--- config.mk ---
export PLATFORM = sky130hd
export DESIGN_NAME = sort_two_lists_and_merge
export DESIGN_NICKNAME = d
export VERILOG_FILES = /design/src/hdl/srtmrg_pkg.sv /design/src/hdl/sort_two_lists_and_merge.sv /design/src/hdl/srtmrg_ram.sv /design/src/hdl/srtmrg_seq.sv /design/src/hdl/srtmrg_dp.sv
export SDC_FILE = /design/constraint.sdc
export NUM_CORES = 1
export LEC_CHECK = 0
export BUFFER_PORTS_ARGS = -buffer_cell sky130_fd_sc_hd__buf_2
export CAP_MARGIN = 20
export CORE_UTILIZATION = 46
export DETAILED_ROUTE_END_ITERATION = 10
export GPL_TIMING_DRIVEN = 0
export SLEW_MARGIN = 40
export SYNTH_ARGS = -nofsm -noshare
export SYNTH_HDL_FRONTEND = slang
export SYNTH_SLANG_ARGS = --single-unit
--- constraint.sdc ---
create_clock -name clock -period 6.4 [get_ports clock]
set_input_delay 1.6 -clock clock [delete_from_list [all_inputs] [get_ports clock]]
set_output_delay 1.6 -clock clock [all_outputs]
set_load 0.1 [all_outputs]
--- src/hdl/srtmrg_pkg.sv ---
// Shared types, codes and the sequencer microcode for the sort-and-merge block.
package srtmrg_pkg;

   localparam int LIST_LEN_DEF = 8;
   localparam int DATA_W       = 32;
   localparam int SWAP_W       = 7;
   localparam int KIND_W       = 2;
   localparam int PC_W         = 3;

   // result run kinds
   localparam logic [KIND_W-1:0] KIND_A     = 2'd0;
   localparam logic [KIND_W-1:0] KIND_B     = 2'd1;
   localparam logic [KIND_W-1:0] KIND_MERGE = 2'd2;

   // list write select
   localparam logic [1:0] WR_NONE = 2'd0;
   localparam logic [1:0] WR_LOAD = 2'd1;
   localparam logic [1:0] WR_CMP  = 2'd2;
   localparam logic [1:0] WR_TAIL = 2'd3;

   // pointer operations
   localparam logic [2:0] PTR_HOLD      = 3'd0;
   localparam logic [2:0] PTR_CLEAR     = 3'd1;
   localparam logic [2:0] PTR_WRAP_BOTH = 3'd2;
   localparam logic [2:0] PTR_WRAP_A    = 3'd3;
   localparam logic [2:0] PTR_WRAP_B    = 3'd4;
   localparam logic [2:0] PTR_MERGE     = 3'd5;

   // emit select
   localparam logic [1:0] EMIT_NONE  = 2'd0;
   localparam logic [1:0] EMIT_A     = 2'd1;
   localparam logic [1:0] EMIT_B     = 2'd2;
   localparam logic [1:0] EMIT_MERGE = 2'd3;

   // jump conditions
   localparam logic [2:0] COND_NEVER      = 3'd0;
   localparam logic [2:0] COND_ALWAYS     = 3'd1;
   localparam logic [2:0] COND_LOAD_DONE  = 3'd2;
   localparam logic [2:0] COND_A_LAST     = 3'd3;
   localparam logic [2:0] COND_B_LAST     = 3'd4;
   localparam logic [2:0] COND_PASS_MORE  = 3'd5;
   localparam logic [2:0] COND_MERGE_LAST = 3'd6;

   // program steps
   localparam logic [PC_W-1:0] STEP_LOAD   = 3'd0;
   localparam logic [PC_W-1:0] STEP_PASS   = 3'd1;
   localparam logic [PC_W-1:0] STEP_CMP    = 3'd2;
   localparam logic [PC_W-1:0] STEP_TAIL   = 3'd3;
   localparam logic [PC_W-1:0] STEP_EMIT_A = 3'd4;
   localparam logic [PC_W-1:0] STEP_EMIT_B = 3'd5;
   localparam logic [PC_W-1:0] STEP_MERGE  = 3'd6;

   typedef struct packed {
      logic [1:0]      wr_sel;
      logic [2:0]      ptr_op;
      logic            carry_load;
      logic [1:0]      emit;
      logic [2:0]      cond;
      logic            loop;
      logic [PC_W-1:0] target;
      logic            idle;
   } ctl_word_type;

   typedef struct packed {
      logic load_done;
      logic a_last;
      logic b_last;
      logic pass_more;
      logic merge_last;
   } status_type;

   function automatic ctl_word_type microcode(input logic [PC_W-1:0] step);
      ctl_word_type w;
      w = '0;
      case (step)
         STEP_LOAD: begin
            w.wr_sel = WR_LOAD;
            w.ptr_op = PTR_CLEAR;
            w.idle   = 1'b1;
            w.cond   = COND_LOAD_DONE;
            w.target = STEP_PASS;
            w.loop   = 1'b1;
         end
         STEP_PASS: begin
            w.carry_load = 1'b1;
            w.ptr_op     = PTR_WRAP_BOTH;
            w.cond       = COND_NEVER;
         end
         STEP_CMP: begin
            w.wr_sel = WR_CMP;
            w.ptr_op = PTR_WRAP_BOTH;
            w.cond   = COND_A_LAST;
            w.target = STEP_TAIL;
            w.loop   = 1'b1;
         end
         STEP_TAIL: begin
            w.wr_sel = WR_TAIL;
            w.ptr_op = PTR_HOLD;
            w.cond   = COND_PASS_MORE;
            w.target = STEP_PASS;
         end
         STEP_EMIT_A: begin
            w.emit   = EMIT_A;
            w.ptr_op = PTR_WRAP_A;
            w.cond   = COND_A_LAST;
            w.target = STEP_EMIT_B;
            w.loop   = 1'b1;
         end
         STEP_EMIT_B: begin
            w.emit   = EMIT_B;
            w.ptr_op = PTR_WRAP_B;
            w.cond   = COND_B_LAST;
            w.target = STEP_MERGE;
            w.loop   = 1'b1;
         end
         STEP_MERGE: begin
            w.emit   = EMIT_MERGE;
            w.ptr_op = PTR_MERGE;
            w.cond   = COND_MERGE_LAST;
            w.target = STEP_LOAD;
            w.loop   = 1'b1;
         end
         default: begin
            w.cond   = COND_ALWAYS;
            w.target = STEP_LOAD;
         end
      endcase
      return w;
   endfunction

endpackage

--- src/hdl/sort_two_lists_and_merge.sv ---
// Top level: command handshake, sequencer, datapath and result register.
//
//   channel   ports                                   handshake
//   request   start, busy, req_value                  word taken when start && !busy
//   result    rsp_valid, rsp_run_kind, rsp_element,   one-cycle strobe, no back-pressure
//             rsp_swaps_a, rsp_swaps_b, rsp_last
//
// Each of the first 2*LIST_LEN-1 words of a job is taken with busy low. The final
// word raises busy while both lists sort side by side, then through the result
// run; each result is registered and appears in the cycle after its emit step.
// Synchronous reset returns the sequencer to loading with an empty job.
module sort_two_lists_and_merge #(
   parameter int LIST_LEN = srtmrg_pkg::LIST_LEN_DEF
) (
   input  logic                                  clock,
   input  logic                                  reset,
   input  logic                                  start,
   output logic                                  busy,
   input  logic signed [srtmrg_pkg::DATA_W-1:0]  req_value,
   output logic                                  rsp_valid,
   output logic [srtmrg_pkg::KIND_W-1:0]         rsp_run_kind,
   output logic signed [srtmrg_pkg::DATA_W-1:0]  rsp_element,
   output logic [srtmrg_pkg::SWAP_W-1:0]         rsp_swaps_a,
   output logic [srtmrg_pkg::SWAP_W-1:0]         rsp_swaps_b,
   output logic                                  rsp_last
);
   import srtmrg_pkg::*;

   ctl_word_type      ctl;
   status_type        status;
   logic              accept;
   logic [DATA_W-1:0] emit_element;
   logic              emit_last;
   logic [SWAP_W-1:0] swaps_a, swaps_b;
   logic [KIND_W-1:0] kind;

   logic              rsp_valid_ff;
   logic [KIND_W-1:0] rsp_run_kind_ff;
   logic [DATA_W-1:0] rsp_element_ff;
   logic [SWAP_W-1:0] rsp_swaps_a_ff, rsp_swaps_b_ff;
   logic              rsp_last_ff;

   assign busy   = !ctl.idle;
   assign accept = start && !busy;

   srtmrg_seq u_seq (
      .clock  (clock),
      .reset  (reset),
      .status (status),
      .ctl    (ctl)
   );

   srtmrg_dp #(.LIST_LEN(LIST_LEN)) u_dp (
      .clock        (clock),
      .reset        (reset),
      .ctl          (ctl),
      .load_en      (accept),
      .load_value   (req_value),
      .status       (status),
      .emit_element (emit_element),
      .emit_last    (emit_last),
      .swaps_a      (swaps_a),
      .swaps_b      (swaps_b)
   );

   always_comb begin
      case (ctl.emit)
         EMIT_A:     kind = KIND_A;
         EMIT_B:     kind = KIND_B;
         EMIT_MERGE: kind = KIND_MERGE;
         default:    kind = KIND_A;
      endcase
   end

   always_ff @(posedge clock) begin
      if (reset) begin
         rsp_valid_ff <= 1'b0;
      end else begin
         rsp_valid_ff <= (ctl.emit != EMIT_NONE);
      end
   end

   always_ff @(posedge clock) begin
      rsp_run_kind_ff <= kind;
      rsp_element_ff  <= emit_element;
      rsp_swaps_a_ff  <= swaps_a;
      rsp_swaps_b_ff  <= swaps_b;
      rsp_last_ff     <= emit_last;
   end

   assign rsp_valid    = rsp_valid_ff;
   assign rsp_run_kind = rsp_run_kind_ff;
   assign rsp_element  = rsp_element_ff;
   assign rsp_swaps_a  = rsp_swaps_a_ff;
   assign rsp_swaps_b  = rsp_swaps_b_ff;
   assign rsp_last     = rsp_last_ff && rsp_valid_ff;
endmodule

--- src/hdl/srtmrg_ram.sv ---
// Generic single-write, single-read RAM with registered read data.
module srtmrg_ram #(
   parameter int WIDTH = 32,
   parameter int DEPTH = 8
) (
   input  logic                                      clock,
   input  logic                                      wr_en,
   input  logic [((DEPTH > 1) ? $clog2(DEPTH) : 1)-1:0] wr_addr,
   input  logic [WIDTH-1:0]                          wr_data,
   input  logic [((DEPTH > 1) ? $clog2(DEPTH) : 1)-1:0] rd_addr,
   output logic [WIDTH-1:0]                          rd_data
);
   logic [WIDTH-1:0] mem_ff [DEPTH];
   logic [WIDTH-1:0] rd_data_ff;

   always_ff @(posedge clock) begin
      if (wr_en) begin
         mem_ff[wr_addr] <= wr_data;
      end
      rd_data_ff <= mem_ff[rd_addr];
   end

   assign rd_data = rd_data_ff;
endmodule

--- src/hdl/srtmrg_seq.sv ---
// Microcode sequencer: step counter, control ROM and conditional jumps.
module srtmrg_seq (
   input  logic                      clock,
   input  logic                      reset,
   input  srtmrg_pkg::status_type    status,
   output srtmrg_pkg::ctl_word_type  ctl
);
   import srtmrg_pkg::*;

   logic [PC_W-1:0] pc_ff, pc_in;
   logic            take;

   assign ctl = microcode(pc_ff);

   always_comb begin
      case (ctl.cond)
         COND_NEVER:      take = 1'b0;
         COND_ALWAYS:     take = 1'b1;
         COND_LOAD_DONE:  take = status.load_done;
         COND_A_LAST:     take = status.a_last;
         COND_B_LAST:     take = status.b_last;
         COND_PASS_MORE:  take = status.pass_more;
         COND_MERGE_LAST: take = status.merge_last;
         default:         take = 1'b1;
      endcase
   end

   always_comb begin
      if (take) begin
         pc_in = ctl.target;
      end else if (ctl.loop) begin
         pc_in = pc_ff;
      end else begin
         pc_in = pc_ff + PC_W'(1);
      end
   end

   always_ff @(posedge clock) begin
      if (reset) begin
         pc_ff <= STEP_LOAD;
      end else begin
         pc_ff <= pc_in;
      end
   end
endmodule

--- src/hdl/srtmrg_dp.sv ---
// Datapath: list RAMs, pointers, bubble-pass carry, swap counters and merge select.
module srtmrg_dp #(
   parameter int LIST_LEN = srtmrg_pkg::LIST_LEN_DEF
) (
   input  logic                              clock,
   input  logic                              reset,
   input  srtmrg_pkg::ctl_word_type          ctl,
   input  logic                              load_en,
   input  logic [srtmrg_pkg::DATA_W-1:0]     load_value,
   output srtmrg_pkg::status_type            status,
   output logic [srtmrg_pkg::DATA_W-1:0]     emit_element,
   output logic                              emit_last,
   output logic [srtmrg_pkg::SWAP_W-1:0]     swaps_a,
   output logic [srtmrg_pkg::SWAP_W-1:0]     swaps_b
);
   import srtmrg_pkg::*;

   localparam int AW = (LIST_LEN > 1) ? $clog2(LIST_LEN) : 1;
   localparam int PW = $clog2(LIST_LEN + 1);
   localparam int LW = $clog2(2 * LIST_LEN);
   localparam int XW = (LIST_LEN > 2) ? $clog2(LIST_LEN - 1) : 1;

   logic [LW-1:0]     load_cnt_ff, load_cnt_in;
   logic [PW-1:0]     ia_ff, ia_in, ib_ff, ib_in;
   logic [XW-1:0]     pass_ff, pass_in;
   logic [SWAP_W-1:0] swaps_a_ff, swaps_a_in, swaps_b_ff, swaps_b_in;
   logic [DATA_W-1:0] carry_a_ff, carry_a_in, carry_b_ff, carry_b_in;

   logic [DATA_W-1:0] rd_a, rd_b;
   logic [AW-1:0]     rd_addr_a, rd_addr_b;
   logic              wa_en, wb_en;
   logic [AW-1:0]     wa_addr, wb_addr;
   logic [DATA_W-1:0] wa_data, wb_data;

   logic              load_final, load_to_b;
   logic [LW-1:0]     load_b_idx;
   logic [PW-1:0]     ia_wrap, ib_wrap, ia_dec;
   logic              gt_a, gt_b, a_done, b_done, take_a, merge_last;
   logic [PW:0]       merge_sum;

   srtmrg_ram #(.WIDTH(DATA_W), .DEPTH(LIST_LEN)) u_ram_a (
      .clock   (clock),
      .wr_en   (wa_en),
      .wr_addr (wa_addr),
      .wr_data (wa_data),
      .rd_addr (rd_addr_a),
      .rd_data (rd_a)
   );

   srtmrg_ram #(.WIDTH(DATA_W), .DEPTH(LIST_LEN)) u_ram_b (
      .clock   (clock),
      .wr_en   (wb_en),
      .wr_addr (wb_addr),
      .wr_data (wb_data),
      .rd_addr (rd_addr_b),
      .rd_data (rd_b)
   );

   assign load_final = (load_cnt_ff == LW'(2 * LIST_LEN - 1));
   assign load_to_b  = (load_cnt_ff >= LW'(LIST_LEN));
   assign load_b_idx = load_cnt_ff - LW'(LIST_LEN);

   assign ia_wrap = (ia_ff == PW'(LIST_LEN - 1)) ? '0 : ia_ff + PW'(1);
   assign ib_wrap = (ib_ff == PW'(LIST_LEN - 1)) ? '0 : ib_ff + PW'(1);
   assign ia_dec  = ia_ff - PW'(1);

   // carry holds the larger value bubbling right through the pass
   assign gt_a = $signed(carry_a_ff) > $signed(rd_a);
   assign gt_b = $signed(carry_b_ff) > $signed(rd_b);

   // merge: tie takes from A
   assign a_done     = (ia_ff == PW'(LIST_LEN));
   assign b_done     = (ib_ff == PW'(LIST_LEN));
   assign take_a     = b_done || (!a_done && !($signed(rd_a) > $signed(rd_b)));
   assign merge_sum  = {1'b0, ia_ff} + {1'b0, ib_ff};
   assign merge_last = (merge_sum == (PW + 1)'(2 * LIST_LEN - 1));

   always_comb begin
      wa_en   = 1'b0;
      wb_en   = 1'b0;
      wa_addr = ia_dec[AW-1:0];
      wb_addr = ia_dec[AW-1:0];
      wa_data = gt_a ? rd_a : carry_a_ff;
      wb_data = gt_b ? rd_b : carry_b_ff;
      case (ctl.wr_sel)
         WR_LOAD: begin
            wa_en   = load_en && !load_to_b;
            wb_en   = load_en && load_to_b;
            wa_addr = load_cnt_ff[AW-1:0];
            wb_addr = load_b_idx[AW-1:0];
            wa_data = load_value;
            wb_data = load_value;
         end
         WR_CMP: begin
            wa_en = 1'b1;
            wb_en = 1'b1;
         end
         WR_TAIL: begin
            wa_en   = 1'b1;
            wb_en   = 1'b1;
            wa_addr = AW'(LIST_LEN - 1);
            wb_addr = AW'(LIST_LEN - 1);
            wa_data = carry_a_ff;
            wb_data = carry_b_ff;
         end
         default: begin
            wa_en = 1'b0;
            wb_en = 1'b0;
         end
      endcase
   end

   always_comb begin
      case (ctl.ptr_op)
         PTR_CLEAR: begin
            ia_in = '0;
            ib_in = '0;
         end
         PTR_WRAP_BOTH: begin
            ia_in = ia_wrap;
            ib_in = ib_wrap;
         end
         PTR_WRAP_A: begin
            ia_in = ia_wrap;
            ib_in = '0;
         end
         PTR_WRAP_B: begin
            ia_in = '0;
            ib_in = ib_wrap;
         end
         PTR_MERGE: begin
            ia_in = take_a ? ia_ff + PW'(1) : ia_ff;
            ib_in = take_a ? ib_ff : ib_ff + PW'(1);
         end
         default: begin
            ia_in = ia_ff;
            ib_in = ib_ff;
         end
      endcase
   end

   // address the next pointer so read data lines up with the pointer register
   assign rd_addr_a = (ia_in < PW'(LIST_LEN)) ? ia_in[AW-1:0] : '0;
   assign rd_addr_b = (ib_in < PW'(LIST_LEN)) ? ib_in[AW-1:0] : '0;

   always_comb begin
      load_cnt_in = load_cnt_ff;
      if (ctl.wr_sel == WR_LOAD && load_en) begin
         load_cnt_in = load_final ? '0 : load_cnt_ff + LW'(1);
      end
   end

   always_comb begin
      pass_in    = pass_ff;
      swaps_a_in = swaps_a_ff;
      swaps_b_in = swaps_b_ff;
      carry_a_in = carry_a_ff;
      carry_b_in = carry_b_ff;
      if (status.load_done) begin
         swaps_a_in = '0;
         swaps_b_in = '0;
      end
      if (ctl.carry_load) begin
         carry_a_in = rd_a;
         carry_b_in = rd_b;
      end
      if (ctl.wr_sel == WR_CMP) begin
         carry_a_in = gt_a ? carry_a_ff : rd_a;
         carry_b_in = gt_b ? carry_b_ff : rd_b;
         if (gt_a) begin
            swaps_a_in = swaps_a_ff + SWAP_W'(1);
         end
         if (gt_b) begin
            swaps_b_in = swaps_b_ff + SWAP_W'(1);
         end
      end
      if (ctl.wr_sel == WR_TAIL) begin
         pass_in = status.pass_more ? pass_ff + XW'(1) : '0;
      end
   end

   always_ff @(posedge clock) begin
      if (reset) begin
         load_cnt_ff <= '0;
         ia_ff       <= '0;
         ib_ff       <= '0;
         pass_ff     <= '0;
         swaps_a_ff  <= '0;
         swaps_b_ff  <= '0;
      end else begin
         load_cnt_ff <= load_cnt_in;
         ia_ff       <= ia_in;
         ib_ff       <= ib_in;
         pass_ff     <= pass_in;
         swaps_a_ff  <= swaps_a_in;
         swaps_b_ff  <= swaps_b_in;
      end
   end

   always_ff @(posedge clock) begin
      carry_a_ff <= carry_a_in;
      carry_b_ff <= carry_b_in;
   end

   assign status.load_done  = (ctl.wr_sel == WR_LOAD) && load_en && load_final;
   assign status.a_last     = (ia_ff == PW'(LIST_LEN - 1));
   assign status.b_last     = (ib_ff == PW'(LIST_LEN - 1));
   assign status.pass_more  = (pass_ff != XW'(LIST_LEN - 2));
   assign status.merge_last = merge_last;

   always_comb begin
      case (ctl.emit)
         EMIT_A:     emit_element = rd_a;
         EMIT_B:     emit_element = rd_b;
         EMIT_MERGE: emit_element = take_a ? rd_a : rd_b;
         default:    emit_element = rd_a;
      endcase
   end

   assign emit_last = (ctl.emit == EMIT_MERGE) && merge_last;
   assign swaps_a   = swaps_a_ff;
   assign swaps_b   = swaps_b_ff;
endmodule

==> summary.md <==
| Metric | Value |
|---|---|
| Outcome | completed |
| Mapped Cells | 2189 |
| Vias/cell | 5.83 |
| Wire length of the first global-routing pass | 121 mm |
| Worst min-delay path class | reg2reg |
| Seq pwr share | 39.1% |
| Switching share of power | 38.6% |
| DR vias | 19300 |
| DRT Pass-1 Iters | 5 |
| CP endpoint | u_dp.u_ram_a.mem_ff[0][14] |
| Synth cell types | 78 |
| Ys flop type | edfxtp_1 |
| Ports | 86 |
| Final setup vio count | 0 |
| Clock Skew | roughly 0.023 ns |
| MaxCap Viol Count | 0 |
| P_sw | roughly 8200 uW |
| Combinational share of power | between 30 and 40% |
| PwrDens | roughly 600 mW/mm^2 |
| Die ar. | 0.0664 mm^2 |
| Clock tree sinks | 722 |
| Clk network pwr share | between 20% and 30% |
| Syn_area_per_cell | 13.7 um^2 |
| Crit path launch | u_dp.u_ram_a.rd_data[31] |
| Row count | 93 |
| Hold buffers post-CTS | 0 |
| Commonest cells in the netlist | edfxtp_1 (576), nand2_1 (238), dfxtp_1 (146) |
| WL final | 81.1 mm |
| 1st-iter DRT viols | 1715 |
| GRT Util Overall | 24.5% |
| Post-place setup slack | 1.54 ns |
| Post-Synth Simple-Gate Area | 7.64% |
| RR Startpoint | u_dp.u_ram_a.rd_data[31] |
| Routed wl met2 | 38.6 mm |
| Pint | 13000 uW |
| Routed len/inst | around 25 um |
| Top post-synthesis cells by area | edfxtp_1 (58%), dfxtp_1 (9.7%), ha_1 (4.8%) |
| Worst-Margin Slew | 0.868 ns |
| Share of layout cells above drive strength 1 | between 10% and 20% |
| M1 wire length | 35.2 mm |
| Die Y-Extent | 258 um |
| Hold Vio Cnt, Final | 0 |
| Synth Register Bits | slightly above 700 |
| Worst vdd ir | 254 uV |
| Final worst slack | 1.46 ns |
| CTS HTree Levels | 3 |
| Largest area contributor in the netlist | edfxtp_1 |
| Worst EP required | ~6.8 ns |
| Initial Util | 46.6% |
| Leakage | between 0.01 and 0.015 uW |
| Synth-to-layout area growth | 17.1% |
| Drt drc | 0 |
| Clk root buf | clkbuf_16 |
| Antenna cell count | 0 |
| Relative slew slack | between 40% and 50% |
| PortBufs | 85 |
| CTS tree | yes |
| NumNets Final | 2543 |
| Seq/Total Area, Yosys | 67.3% |
| Largest family of logic cells by synthesized area | compound AO/OA/AOI/OAI gates |
| Worst-Skew Late Latency | 0.64 ns |
| Startpoint type of the worst setup path | flip-flop |
| Setup slack, reg-to-reg | between 1 and 1.5 ns |
| HPWL after DPL | 58.7 mm |
| Most frequent cell after synthesis | edfxtp_1 |
| Wire length on met3 | roughly 4.5 mm |
| Unrepaired setup endpoints after global routing | no |
| ANT nets after route | 0 |
| Top Layer Used | met4 |
| Routability Congestion | ~0.9 |
| Reg-to-Reg End | u_dp.u_ram_a.mem_ff[0][14] |
| Crit-path max FO | 10 |
| Mux cell area share after synthesis | 4.78% |
| Hold_sp | u_dp.swaps_b[6] |
| # resized after CTS | 0 |
| Area share of fa/ha/maj cells after synthesis | around 4.9% |
| Overflow after GRT | 0 |
| Via count of the first global-routing pass | about 19000 |
| Crit path DAT | 5.34 ns |
| Post-synth ARST share | 0% |
| Largest net degree at the start of global routing | 18 |
| Max Fclk | 203 MHz |
| Synth Area in Compound Gates | 12.3% |
| Clk pin slew, worst setup/hold paths | 0.06 ns |
| Cells on worst reg2reg path | 14 |
| Synthesized net count | 2341 |
| Initial antenna violation count | 4 |
| Pins Over Slew Limit | 0 |
| Area after DPL | 0.0325 mm^2 |
| Yosys warns | 0 |
| Crit path kind | reg2reg |
| Post-CTS setup buffers | 0 |
| Max Root-Sink Buffers | 3 |
| Die X | 258 um |
| Final cycle utilization of the critical path | 77.1% |
| Core area | 0.0645 mm^2 |
| EDFF count, synth | 576 |
| Post-synthesis xor/xnor area fraction | less than 1% |
| Final Cell Area | 0.0352 mm^2 |
| Min cycle time layout | 4.94 ns |
| Critical Path Sink Type | flip-flop |
| Share of the synthesized area in the top cell type | 57.6% |
| Clock buffer count from CTS | just under 80 |
| Post-Syn Area | between 0.03 and 0.04 mm^2 |
[worst min path at each step]
stage / end / slack, ns / cells past startpoint
5_1_grt: rsp_swaps_a[6] / 0.39 / 0
2_1_floorplan: rsp_swaps_b[6] / 0.34 / 0
3_5_place_dp: rsp_swaps_b[5] / 0.36 / 0
6_report: rsp_swaps_b[6] / 0.37 / 0
3_3_place_gp: rsp_swaps_b[6] / 0.35 / 0
4_1_cts: rsp_swaps_b[6] / 0.37 / 0
[registers in the layout (all words and copies together) (netlist names)]
signal	flops
u_dp.u_ram_a.mem_ff	256
u_dp.u_ram_b.mem_ff	256
rsp_element	32
u_dp.carry_a_ff	32
u_dp.carry_b_ff	32
u_dp.u_ram_a.rd_data	32
u_dp.u_ram_b.rd_data	32
rsp_swaps_a	7
rsp_swaps_b	7
u_dp.swaps_a	7
u_dp.swaps_b	7
u_dp.ia_ff	4
u_dp.ib_ff	4
u_dp.load_cnt_ff	4
u_dp.pass_ff	3
u_seq.pc_ff	3
rsp_run_kind	2
rsp_last_ff	1
rsp_valid	1
[power by group through the flow]
stage                     clock network, uW  logic [uW]  registers (uW)
after floorplan                           0        4460            8970
final                                  4690        8230            8300
after global routing                   4930        8850            8430
after global placement                    0        7570            8390
after CTS                              4770        8200            8280
after detailed placement                  0        8150            8360
[routing by layer]
metal  global-route usage, %  vias up
li1                        -     8801
met1                    33.4     9690
met2                    39.8      641
met3                    3.20      151
met4                    9.86        0
met5                       0        -
[layout make-up]
type	instances	area (um^2)
buffer	110	517
clock buffer	109	2190
clock inverter	33	509
fill	5338	29300
inverter	83	312
multi-input combinational	1274	9170
sequential	722	20200
tap	855	1070
timing repair buffer	123	1200
[cell families after synthesis]
group,after synthesis
multiplexers,135
AO/OA/AOI/OAI,512
adder cells (fa/ha/maj),117
buffers and inverters,193
XOR/XNOR,11
flip-flops,722
AND/OR/NAND/NOR,499
[per-stage QoR]
step / setup TNS (ns) / utilization (%) / cells / power, uW / hold WS [ns]
after global routing: 0 / 54.6 / 3309 / 22200 / 0.386
after global placement: -59.70 / 48.9 / 3129 / 16000 / 0.352
final: 0 / 54.6 / 3309 / 21200 / 0.367
after CTS: 0 / 54.6 / 3309 / 21300 / 0.367
after floorplan: 0 / - / 2189 / 13400 / 0.344
after detailed placement: 0 / 50.4 / 3167 / 16500 / 0.360
[cells in the final DEF (no fill, tap or decap), drive strengths merged, types with 4 or more instances in the layout]
cell | synthesis | layout
a211oi | 4 | 4
a21o | 56 | 56
a21oi | 112 | 112
a221o | 99 | 99
a311oi | 33 | 33
a31oi | 8 | 8
a32o | 33 | 33
and2 | 6 | 6
and3 | 39 | 39
buf | 49 | 172
bufinv | 0 | 11
clkbuf | 61 | 170
clkinv | 2 | 19
dfxtp | 146 | 146
edfxtp | 576 | 576
ha | 116 | 116
inv | 81 | 84
mux2 | 68 | 68
mux2i | 67 | 67
nand2 | 239 | 239
nand2b | 5 | 5
nand3 | 15 | 15
nand4 | 23 | 23
nor2 | 109 | 109
nor2b | 11 | 11
nor3 | 15 | 15
nor3b | 7 | 7
nor4 | 5 | 5
o211ai | 7 | 7
o21a | 7 | 7
o21ai | 124 | 124
o21bai | 4 | 4
or2 | 9 | 9
or3 | 5 | 5
xnor2 | 5 | 5
xor2 | 6 | 6
[worst max-delay path: stages (launching register included)]
cell,delay [ns]
dfxtp_1,0.41
inv_1,0.06
ha_1,0.44
nand2_1,0.16
or3_1,0.45
nor3_1,0.44
nand2_1,0.18
nor2_1,0.15
o31a_1,0.23
nor3_1,0.15
xor2_1,0.16
and2_1,0.29
o21ai_1,0.50
clkbuf_1,0.56
a221o_1,0.50
No activity file was read; power rests on OpenSTA's default activity.
